--- config.mk ---
export PLATFORM = sky130hd
export DESIGN_NAME = speech_frame_statistics
export DESIGN_NICKNAME = d
export VERILOG_FILES = /design/src/hw/rtl/sfs_pkg.sv /design/src/hw/rtl/speech_frame_statistics.sv
export SDC_FILE = /design/constraint.sdc
export NUM_CORES = 2
export LEC_CHECK = 0
export BUFFER_PORTS_ARGS = -buffer_cell sky130_fd_sc_hd__buf_2
export CORE_MARGIN = 2
export CORE_UTILIZATION = 54
export DETAILED_ROUTE_END_ITERATION = 10
export GPL_TIMING_DRIVEN = 0
export PLACE_DENSITY = 0.76
export SLEW_MARGIN = 0
export SYNTH_ARGS = -nofsm -noshare
export SYNTH_HDL_FRONTEND = slang
export SYNTH_SLANG_ARGS = --single-unit
export TNS_END_PERCENT = 5
--- constraint.sdc ---
create_clock -name clk -period 7.24 [get_ports clk]
set_input_delay 1.448 -clock clk [delete_from_list [all_inputs] [get_ports clk]]
set_output_delay 1.448 -clock clk [all_outputs]
set_load 0.02 [all_outputs]
--- src/hw/rtl/sfs_pkg.sv ---
package sfs_pkg;

	localparam int SAMPLE_W    = 16;
	localparam int MAX_SAMPLES = 4096;
	localparam int CNT_W       = 13;
	localparam int SUM_W       = 29;
	localparam int SQS_W       = 43;
	localparam int MAGS_W      = 28;
	localparam int CROSS_W     = 12;
	localparam int FRAC_W      = 8;

	localparam int MEAN_W = 24;
	localparam int VAR_W  = 40;
	localparam int SD_W   = 24;
	localparam int POW_W  = 39;
	localparam int MAG_W  = 24;
	localparam int STAT_W = 2;

	// shared add/subtract unit and its operand registers
	localparam int ALU_W = 55;
	localparam int SH_W  = 64;
	localparam int OPB_W = SQS_W;
	localparam int STEP_W = 6;

	localparam int DIV_LAST  = SH_W - 1;
	localparam int MULN_LAST = CNT_W - 1;
	localparam int MULB_LAST = MAGS_W - 1;
	localparam int SQRT_LAST = SD_W - 1;

	localparam logic [STAT_W-1:0] STAT_OK       = 2'd0;
	localparam logic [STAT_W-1:0] STAT_SINGLE   = 2'd1;
	localparam logic [STAT_W-1:0] STAT_EMPTY    = 2'd2;
	localparam logic [STAT_W-1:0] STAT_OVERFLOW = 2'd3;

endpackage

--- src/hw/rtl/speech_frame_statistics.sv ---
// Sample words are taken one per cycle while no frame result is being computed.
// The word with last set starts the result sequence on one shared add/subtract unit:
// after any wait for the previous result to leave the output register: mean, power and
// magnitude, then variance and root for two or more samples. sample_stall is high
// throughout. The result then sits in the output register until taken.
// Reset clears the accumulators, the sequencer and the output valid; no result pending.
module speech_frame_statistics (
	input  logic                                clk,
	input  logic                                arst_n,
	input  logic                                sample_valid,
	output logic                                sample_stall,
	input  logic signed [sfs_pkg::SAMPLE_W-1:0] sample,
	input  logic                                last,
	output logic                                result_valid,
	input  logic                                result_stall,
	output logic signed [sfs_pkg::MEAN_W-1:0]   mean_q8,
	output logic        [sfs_pkg::VAR_W-1:0]    variance_q8,
	output logic        [sfs_pkg::SD_W-1:0]     std_dev_q8,
	output logic        [sfs_pkg::POW_W-1:0]    power_q8,
	output logic        [sfs_pkg::MAG_W-1:0]    magnitude_q8,
	output logic        [sfs_pkg::CROSS_W-1:0]  zero_crossings,
	output logic        [sfs_pkg::CNT_W-1:0]    frame_length,
	output logic        [sfs_pkg::STAT_W-1:0]   status
);
	import sfs_pkg::*;

	localparam logic [3:0] S_IDLE     = 4'd0;
	localparam logic [3:0] S_START    = 4'd1;
	localparam logic [3:0] S_DIV_MEAN = 4'd2;
	localparam logic [3:0] S_DIV_POW  = 4'd3;
	localparam logic [3:0] S_DIV_MAG  = 4'd4;
	localparam logic [3:0] S_MUL_A    = 4'd5;
	localparam logic [3:0] S_MUL_B    = 4'd6;
	localparam logic [3:0] S_SUB_D    = 4'd7;
	localparam logic [3:0] S_MUL_N    = 4'd8;
	localparam logic [3:0] S_DIV_VAR  = 4'd9;
	localparam logic [3:0] S_SQRT     = 4'd10;
	localparam logic [3:0] S_DONE     = 4'd11;

	logic [3:0]          state_q;
	logic [STEP_W-1:0]   cnt_q;
	logic                out_valid_q;

	logic [CNT_W-1:0]    n_q;
	logic [SUM_W-1:0]    sum_q;
	logic [SQS_W-1:0]    sqs_q;
	logic [MAGS_W-1:0]   mags_q;
	logic [SAMPLE_W-1:0] prev_q;
	logic [CROSS_W-1:0]  cross_q;
	logic                ovf_q;

	logic [ALU_W-1:0]    acc_q;
	logic [ALU_W-1:0]    tmp_q;
	logic [SH_W-1:0]     sh_q;
	logic [OPB_W-1:0]    opb_q;

	logic [MEAN_W-1:0]   mean_q8_q;
	logic [VAR_W-1:0]    variance_q8_q;
	logic [SD_W-1:0]     std_dev_q8_q;
	logic [POW_W-1:0]    power_q8_q;
	logic [MAG_W-1:0]    magnitude_q8_q;
	logic [CROSS_W-1:0]  zero_crossings_q;
	logic [CNT_W-1:0]    frame_length_q;
	logic [STAT_W-1:0]   status_q;

	logic                in_take;
	logic                room;
	logic [SAMPLE_W-1:0] smag;
	logic [2*SAMPLE_W-1:0] ssq;
	logic                x_neg, x_pos, p_neg, p_pos;
	logic                sum_neg;
	logic [SUM_W-1:0]    sum_abs;
	logic [MAGS_W-1:0]   am;
	logic [STAT_W-1:0]   stat_nx;

	logic [ALU_W-1:0]    alu_a, alu_b;
	logic                alu_sub;
	logic [ALU_W:0]      alu_sum;
	logic                alu_carry;
	logic [ALU_W-1:0]    acc_step;
	logic [SH_W-1:0]     sh_div;
	logic [SD_W-1:0]     root_step;
	logic                op_end;

	assign sample_stall = (state_q != S_IDLE);
	assign in_take      = sample_valid && !sample_stall;
	assign room         = (n_q < CNT_W'(MAX_SAMPLES));

	assign smag  = sample[SAMPLE_W-1] ? (~sample + SAMPLE_W'(1)) : sample;
	assign ssq   = (2*SAMPLE_W)'(smag) * (2*SAMPLE_W)'(smag);
	assign x_neg = sample[SAMPLE_W-1];
	assign x_pos = !sample[SAMPLE_W-1] && (|sample);
	assign p_neg = prev_q[SAMPLE_W-1];
	assign p_pos = !prev_q[SAMPLE_W-1] && (|prev_q);

	assign sum_neg = sum_q[SUM_W-1];
	assign sum_abs = sum_neg ? (SUM_W'(0) - sum_q) : sum_q;
	assign am      = sum_abs[MAGS_W-1:0];

	always_comb begin
		if (n_q == '0) begin
			stat_nx = STAT_EMPTY;
		end else if (ovf_q) begin
			stat_nx = STAT_OVERFLOW;
		end else if (n_q == CNT_W'(1)) begin
			stat_nx = STAT_SINGLE;
		end else begin
			stat_nx = STAT_OK;
		end
	end

	// shared unit: divide step, multiply step, subtract or root step
	always_comb begin
		alu_a   = '0;
		alu_b   = '0;
		alu_sub = 1'b0;
		case (state_q)
			S_DIV_MEAN, S_DIV_POW, S_DIV_MAG, S_DIV_VAR: begin
				alu_a   = {acc_q[ALU_W-2:0], sh_q[SH_W-1]};
				alu_b   = ALU_W'(opb_q);
				alu_sub = 1'b1;
			end
			S_MUL_A, S_MUL_B, S_MUL_N: begin
				alu_a = {acc_q[ALU_W-2:0], 1'b0};
				alu_b = sh_q[SH_W-1] ? ALU_W'(opb_q) : '0;
			end
			S_SUB_D: begin
				alu_a   = tmp_q;
				alu_b   = acc_q;
				alu_sub = 1'b1;
			end
			S_SQRT: begin
				alu_a   = {acc_q[ALU_W-3:0], sh_q[SH_W-1:SH_W-2]};
				alu_b   = ALU_W'({std_dev_q8_q, 2'b01});
				alu_sub = 1'b1;
			end
			default: begin
			end
		endcase
	end

	assign alu_sum   = {1'b0, alu_a} + {1'b0, (alu_sub ? ~alu_b : alu_b)}
	                 + (ALU_W+1)'(alu_sub);
	assign alu_carry = alu_sum[ALU_W];
	// keep the partial remainder when the trial subtract borrows
	assign acc_step  = (alu_sub && !alu_carry) ? alu_a : alu_sum[ALU_W-1:0];
	assign sh_div    = {sh_q[SH_W-2:0], alu_carry};
	assign root_step = {std_dev_q8_q[SD_W-2:0], alu_carry};

	always_comb begin
		case (state_q)
			S_DIV_MEAN, S_DIV_POW, S_DIV_MAG, S_DIV_VAR:
				op_end = (cnt_q == STEP_W'(DIV_LAST));
			S_MUL_A, S_MUL_N:
				op_end = (cnt_q == STEP_W'(MULN_LAST));
			S_MUL_B:
				op_end = (cnt_q == STEP_W'(MULB_LAST));
			S_SQRT:
				op_end = (cnt_q == STEP_W'(SQRT_LAST));
			default:
				op_end = 1'b0;
		endcase
	end

	always_ff @(posedge clk or negedge arst_n) begin
		if (!arst_n) begin
			state_q     <= S_IDLE;
			cnt_q       <= '0;
			out_valid_q <= 1'b0;
			n_q         <= '0;
			sum_q       <= '0;
			sqs_q       <= '0;
			mags_q      <= '0;
			prev_q      <= '0;
			cross_q     <= '0;
			ovf_q       <= 1'b0;
		end else begin
			if (state_q == S_DONE) begin
				out_valid_q <= 1'b1;
			end else if (out_valid_q && !result_stall) begin
				out_valid_q <= 1'b0;
			end
			cnt_q <= (op_end || state_q == S_IDLE || state_q == S_START
			          || state_q == S_SUB_D || state_q == S_DONE) ? '0 : cnt_q + STEP_W'(1);
			case (state_q)
				S_IDLE: begin
					if (in_take) begin
						if (room) begin
							if (n_q != '0 && ((x_neg && p_pos) || (x_pos && p_neg))
							    && !(&cross_q)) begin
								cross_q <= cross_q + CROSS_W'(1);
							end
							sum_q  <= sum_q + SUM_W'(sample);
							sqs_q  <= sqs_q + SQS_W'(ssq);
							mags_q <= mags_q + MAGS_W'(smag);
							prev_q <= sample;
							n_q    <= n_q + CNT_W'(1);
						end else begin
							ovf_q <= 1'b1;
						end
						if (last) begin
							state_q <= S_START;
						end
					end
				end
				S_START: begin
					// hold until the previous result has left the output register
					if (!out_valid_q) begin
						state_q <= (n_q == '0) ? S_DONE : S_DIV_MEAN;
					end
				end
				S_DIV_MEAN: if (op_end) state_q <= S_DIV_POW;
				S_DIV_POW:  if (op_end) state_q <= S_DIV_MAG;
				S_DIV_MAG: begin
					if (op_end) begin
						state_q <= (n_q < CNT_W'(2)) ? S_DONE : S_MUL_A;
					end
				end
				S_MUL_A:   if (op_end) state_q <= S_MUL_B;
				S_MUL_B:   if (op_end) state_q <= S_SUB_D;
				S_SUB_D:   state_q <= S_MUL_N;
				S_MUL_N:   if (op_end) state_q <= S_DIV_VAR;
				S_DIV_VAR: if (op_end) state_q <= S_SQRT;
				S_SQRT:    if (op_end) state_q <= S_DONE;
				S_DONE: begin
					n_q         <= '0;
					sum_q       <= '0;
					sqs_q       <= '0;
					mags_q      <= '0;
					cross_q     <= '0;
					ovf_q       <= 1'b0;
					state_q     <= S_IDLE;
				end
				default: state_q <= S_IDLE;
			endcase
		end
	end

	always_ff @(posedge clk) begin
		case (state_q)
			S_START: begin
				// leave a pending result untouched on the outputs
				if (!out_valid_q) begin
					acc_q          <= '0;
					sh_q           <= SH_W'({am, FRAC_W'(0)});
					opb_q          <= OPB_W'(n_q);
					mean_q8_q      <= '0;
					variance_q8_q  <= '0;
					std_dev_q8_q   <= '0;
					power_q8_q     <= '0;
					magnitude_q8_q <= '0;
				end
			end
			S_DIV_MEAN, S_DIV_POW, S_DIV_MAG: begin
				if (!op_end) begin
					acc_q <= acc_step;
					sh_q  <= sh_div;
				end else begin
					acc_q <= '0;
					if (state_q == S_DIV_MEAN) begin
						mean_q8_q <= sum_neg ? (MEAN_W'(0) - sh_div[MEAN_W-1:0])
						                     : sh_div[MEAN_W-1:0];
						sh_q      <= SH_W'({sqs_q, FRAC_W'(0)});
					end else if (state_q == S_DIV_POW) begin
						power_q8_q <= sh_div[POW_W-1:0];
						sh_q       <= SH_W'({mags_q, FRAC_W'(0)});
					end else begin
						magnitude_q8_q <= sh_div[MAG_W-1:0];
						sh_q           <= {n_q, (SH_W-CNT_W)'(0)};
						opb_q          <= sqs_q;
					end
				end
			end
			S_MUL_A, S_MUL_B, S_MUL_N: begin
				if (op_end && state_q == S_MUL_A) begin
					tmp_q <= acc_step;
					acc_q <= '0;
					sh_q  <= {am, (SH_W-MAGS_W)'(0)};
					opb_q <= OPB_W'(am);
				end else if (op_end && state_q == S_MUL_N) begin
					acc_q <= '0;
					sh_q  <= SH_W'({tmp_q, FRAC_W'(0)});
					opb_q <= OPB_W'(acc_step);
				end else begin
					acc_q <= acc_step;
					sh_q  <= {sh_q[SH_W-2:0], 1'b0};
				end
			end
			S_SUB_D: begin
				// clamp a negative difference to zero
				tmp_q <= alu_carry ? alu_sum[ALU_W-1:0] : '0;
				acc_q <= '0;
				sh_q  <= {n_q, (SH_W-CNT_W)'(0)};
				opb_q <= OPB_W'(n_q - CNT_W'(1));
			end
			S_DIV_VAR: begin
				if (op_end) begin
					variance_q8_q <= sh_div[VAR_W-1:0];
					acc_q         <= '0;
					sh_q          <= {sh_div[VAR_W-1:0], (SH_W-VAR_W)'(0)};
					std_dev_q8_q  <= '0;
				end else begin
					acc_q <= acc_step;
					sh_q  <= sh_div;
				end
			end
			S_SQRT: begin
				acc_q        <= acc_step;
				sh_q         <= {sh_q[SH_W-3:0], 2'b00};
				std_dev_q8_q <= root_step;
			end
			S_DONE: begin
				zero_crossings_q <= cross_q;
				frame_length_q   <= n_q;
				status_q         <= stat_nx;
			end
			default: begin
			end
		endcase
	end

	assign result_valid   = out_valid_q;
	assign mean_q8        = mean_q8_q;
	assign variance_q8    = variance_q8_q;
	assign std_dev_q8     = std_dev_q8_q;
	assign power_q8       = power_q8_q;
	assign magnitude_q8   = magnitude_q8_q;
	assign zero_crossings = zero_crossings_q;
	assign frame_length   = frame_length_q;
	assign status         = status_q;

endmodule
== After elaboration in Yosys (flattened, before gate mapping) ==
Index checks and enable logic that the tools add are counted.
Word-level totals
  register bits after elaboration: 548
  ROM bits: 0
  input bits: 21
  latch bits: 0
  word-level logic and storage cells: 224
  memories: 0
  output and inout bits: 180
  memory bits (writable): 0
Cells by class
  reductions and logical operators: 58
  multipliers: 1
  muxes and demuxes: 89
  magnitude comparators: 2
  shift operators: 0
  eq/ne operators: 37
  bitwise operators: 2
  add/sub/neg operators: 12
  divide/modulo/power cells: 0
Operators by type and width (number)
  $mux W64: 7
  $mux W55: 8
  $pmux W55 S4: 2
  $mux W43: 9
  $pmux W64 S6: 1
  $pmux W55 S5: 1
  $mux W24: 8
  $pmux W43 S4: 1
  $mux W39: 4
  $pmux W55 S2: 1
  $pmux W24 S2: 2
  $pmux W43 S2: 1
  $mux W28: 3
  $mux W40: 2
  $pmux W40 S2: 1
  $pmux W39 S2: 1
  $pmux W24 S3: 1
  $mux W29: 2
  $pmux W29 S2: 1
  $add A55 B55 Y56: 1
  $add A56 B1 Y56: 1
  $pmux W28 S2: 1
  $not A55 Y55: 1
  $mux W4: 13
  other kinds (58): 128

== Longest topological paths before layout ==
  word-level depth: 13
  depth in mapped cells: 32
  depth with buffers taken out: 31

== Worst setup path after synthesis ==
No wires, ideal clock.
  kind: input-to-reg
  start: input sample[0] (netlist name)
  end: register sqs_q[30]
  arrival: 8.964 ns
  stages on the path: 31
  library setup time: 0.133 ns
  buffers on the path: 1
  path slack: -1.857 ns
  required time: 7.107 ns
  cells stage by stage: clkbuf_1 -> clkinv_1 -> ha_1 -> nand2b_1 -> o41ai_1 -> xnor2_1 -> clkinv_1 -> nor2_1 -> inv_1 -> fa_1 -> inv_1 -> fa_1 -> inv_1 -> fa_1 -> inv_1 -> fa_1 -> fa_1 -> inv_1 -> fa_1 -> inv_1 -> ha_1 -> and3_1 -> a221o_1 -> a21oi_1 -> o21ai_1 -> a21oi_1 -> o211ai_1 -> a211o_1 -> o31ai_1 -> xor2_1 -> o21ai_0
Between the ends
  longest elaborated chain between the ends: 8
Ends and longest elaborated chain
  start: declaration: line speech_frame_statistics.sv:12  | input logic signed [sfs_pkg::SAMPLE_W-1:0] sample,
  $not A16 Y16: line speech_frame_statistics.sv:89  | assign smag = sample[SAMPLE_W-1] ? (~sample + SAMPLE_W'(1)) : sample;
  $add A16 B2 Y16: line speech_frame_statistics.sv:89
  $mux W16 *: line speech_frame_statistics.sv:89
  $mul A16 B16 Y32 *: line speech_frame_statistics.sv:90  | assign ssq = (2*SAMPLE_W)'(smag) * (2*SAMPLE_W)'(smag);
  $add A43 B32 Y43 *: line speech_frame_statistics.sv:194  | sqs_q <= sqs_q + SQS_W'(ssq);
  $mux W43 *: line speech_frame_statistics.sv:188  | if (room) begin
  $mux W43 *: line speech_frame_statistics.sv:187  | if (in_take) begin
  $pmux W43 S2 *: line speech_frame_statistics.sv:185  | case (state_q)
  end signal: assignment: line speech_frame_statistics.sv:194
  end: declaration: line speech_frame_statistics.sv:46  | logic [SQS_W-1:0] sqs_q;
Mark *: on every way between the ends. The rest lies on a longest branch, timed or not. The select of a mux whose other input is x is not followed.
A chain may end at the register's enable or synchronous reset.

== Final worst setup path ==
  start: input sample[6] (netlist name)
  end: register sqs_q[30]
The elaborated chain is that of the path after synthesis.

==> impl_metrics.json <==
{
  "layout.nets": 5333,
  "ant_nets": 0,
  "timing.hold.worst_path_depth": 0,
  "violations": "negative setup slack",
  "r2r_cells": 24,
  "fmax_mhz": 121,
  "synth_edf_count": 395,
  "antenna_found_initial": 7,
  "gp_congestion": 1.11,
  "cts_tree": "built",
  "setup_viol": 33,
  "ioPinCount": 201,
  "numCtsBuffers": 60,
  "ctsLongestPathBuffers": 3,
  "worstSetupPathDepth": 32,
  "crit_family": "adder cells",
  "crit_path_start": "sample[6]",
  "num_vias": 39047,
  "timing.final.crit_share": 1.14,
  "min_from": "n_q[10]",
  "worst_pin_slew_ns": 1.34,
  "status": "complete, but fails checks",
  "r2r_slack_ns": -0.11,
  "wire_per_inst_um": 28.4,
  "placementRows": 102,
  "io_buffer_count": 200,
  "wirelength_um": 170000,
  "ys_warn_count": 0,
  "die_y_um": 283,
  "dieArea_sq_um": 79900,
  "rsz0062_at_grt": "yes",
  "slew_headroom": 0.108,
  "max_stage_delay_ns": 0.53,
  "clkSinkCount": 548,
  "critPathBufInv": 10,
  "grt_max_degree": 92,
  "synth_cells": 4564,
  "synth_cell_types": 94,
  "track_usage": 0.425,
  "end_kind": "register",
  "critPathMaxFanout": 6,
  "die-width_um": 283,
  "hold_viol": 0,
  "hpwl_um": 133000,
  "finish.utilization": 0.628,
  "start_util": 0.543,
  "critPathArrivalTime_ns": 8.75,
  "hp-class": "reg2reg",
  "required_ns": 7.74,
  "ys.flop_type": "edfxtp_1",
  "grt-ovfl-total": 0,
  "cpMostUsedCell": "fa_1",
  "cap_violations": 0,
  "fill_cells": 6369,
  "drt_first_pass_iters": 9,
  "syn_area_sq_um": 41900,
  "async_flop_share": 0.279,
  "finalWorstPathRequiredPeriod_ns": 8.25,
  "via_per_inst": 6.52,
  "worstSetupPathType": "in2reg",
  "drc_errors": 0,
  "postSynthAreaPerCell_sq_um": 9.19,
  "clockRootBuffer": "clkbuf_16",
  "clock_latency_ns": 0.67,
  "finalWorstSetupSlack_ns": -1.01,
  "cpMaxStageDelayCell": "fa_1",
  "finalMaxSlewViolations": 0,
  "min_to": "frame_length[10]",
  "startpoint_type": "primary input",
  "fin_skew_ns": 0.0400,
  "ctsHoldBuffers": 0,
  "r2r_end": "mean_q8[14]",
  "clk_pin_slew_ns": 0.06,
  "area_growth_pct": 15.6,
  "grt_pass1_wl_um": 247000,
  "cts-htree-levels": 2,
  "ys_seq_elements": 548,
  "layout-drive-gt1-share": 0.131,
  "core-area_sq_um": 77200,
  "grt_pass1_vias": 37020,
  "diodes": 0,
  "worstReg2RegStart": "state_q[3]",
  "ys_seq_area_frac": 0.374,
  "drtIter0Drc": 5846
}
-- state kept, by name (all words and copies together), names as in the netlist --
name / cells
acc_q: 55
power_q8: 39
magnitude_q8: 24
tmp_q: 55
status: 2
n_q: 13
ovf_q: 1
result_valid: 1
variance_q8: 40
std_dev_q8: 24
sum_q: 29
cnt_q: 6
opb_q: 43
zero_crossings: 12
cross_q: 12
sqs_q: 43
frame_length: 13
prev_q: 16
mean_q8: 24
state_q: 4
sh_q: 64
mags_q: 28
-- through the flow --
| stage | instances | cell area (sq um) | setup WS [ns] | hold WS (ns) | setup TNS, ns |
|---|---|---|---|---|---|
| 3_5_place_dp | 5830 | 45000 | -2.67 | 0.433 | -279.14 |
| 3_3_place_gp | 5813 | 44600 | -2.80 | 0.431 | -394.50 |
| 5_1_grt | 5993 | 48500 | -1.24 | 0.454 | -27.25 |
| 6_report | 5993 | 48500 | -1.01 | 0.448 | -20.31 |
| 2_1_floorplan | 4573 | 42300 | -1.05 | 0.420 | -21.73 |
| 4_1_cts | 5988 | 48300 | -0.924 | 0.447 | -18.10 |
-- worst max path at each step --
| stage | to | slack, ns |
|---|---|---|
| 3_5_place_dp | sqs_q[30] | -2.67 |
| 5_1_grt | sqs_q[30] | -1.24 |
| 4_1_cts | sqs_q[30] | -0.92 |
| 6_report | sqs_q[30] | -1.01 |
| 3_3_place_gp | sqs_q[30] | -2.80 |
| 2_1_floorplan | sqs_q[30] | -1.05 |
-- routing by layer --
layer	part of all wire	global-route usage	vias to the layer above
li1	-	-	16875
met1	0.38	0.565	18812
met2	0.43	0.638	2704
met3	0.12	0.0942	644
met4	0.076	0.250	12
met5	0.00060	0.00366	-
-- layout by cell type (no fill, tap or decap), types with 32 or more instances in the layout --
| cell | netlist | routed |
|---|---|---|
| xnor2_1 | 110 | 103 |
| a21o_1 | 72 | 72 |
| nand3_1 | 150 | 147 |
| a221oi_1 | 47 | 46 |
| nor3_1 | 58 | 54 |
| dfrtp_1 | 153 | 153 |
| and3_1 | 54 | 50 |
| buf_2 | 30 | 227 |
| buf_4 | 7 | 56 |
| clkbuf_16 | 0 | 69 |
| xor2_1 | 98 | 89 |
| o31ai_1 | 42 | 37 |
| mux2i_1 | 62 | 59 |
| a21oi_1 | 399 | 384 |
| ha_1 | 213 | 197 |
| and2_1 | 55 | 54 |
| clkbuf_1 | 196 | 183 |
| nor2_1 | 368 | 350 |
| inv_1 | 421 | 392 |
| nand2_1 | 513 | 502 |
| fa_1 | 198 | 187 |
| a22oi_1 | 91 | 91 |
| nor2b_1 | 58 | 56 |
| o21ai_1 | 26 | 32 |
| edfxtp_1 | 395 | 395 |
| o21ai_0 | 223 | 210 |
-- Yosys cell counts, types with 42 or more instances --
cell type / number / area [sq um]
a221oi_1: 47 / 412
fa_1: 198 / 3960
nor2b_1: 58 / 363
dfrtp_1: 153 / 3830
and3_1: 54 / 338
a21oi_1: 399 / 2000
edfxtp_1: 395 / 11900
a21o_1: 72 / 541
nand2_1: 513 / 1930
ha_1: 213 / 2670
o31ai_1: 42 / 315
a22oi_1: 91 / 683
xor2_1: 98 / 858
and2_1: 55 / 344
nand3_1: 150 / 751
nor2_1: 368 / 1380
xnor2_1: 110 / 963
inv_1: 421 / 1580
clkbuf_1: 196 / 736
o21ai_0: 223 / 1120
nor3_1: 58 / 290
mux2i_1: 62 / 621
-- area by class of cell --
type	instances	area, sq um	area share
clock buffer	80	1720	0.0355
sequential	548	15700	0.324
inverter	429	1660	0.0343
multi-input combinational	3335	24600	0.507
timing repair buffer	267	1780	0.0367
clock inverter	34	504	0.0104
tap	1040	1300	0.0268
buffer	260	1220	0.0252
-- cells by family (layout without fill, tap and decap cells) --
kind of cell,after synthesis,in the layout,synth area share
mux,64,64,0.0153
other cells,2,11,0.000179
simple gates,1420,1420,0.156
xor+xnor,208,208,0.0435
compound gates,1221,1221,0.188
fa+ha+maj,411,411,0.158
flops,548,548,0.374
buf+inv,690,1070,0.0640
-- repair_timing --
action                                  in CTS  in global routing
pin swaps                                   84                 22
setup buffers                               45                  6
resized for setup                          169                 37
endpoints found under the setup margin     216                178
endpoints found under the hold margin        0                  0
Power is left out: the tool's default activity adds up to more than one toggle a clock period on the data nets, which glitch-free logic cannot reach.
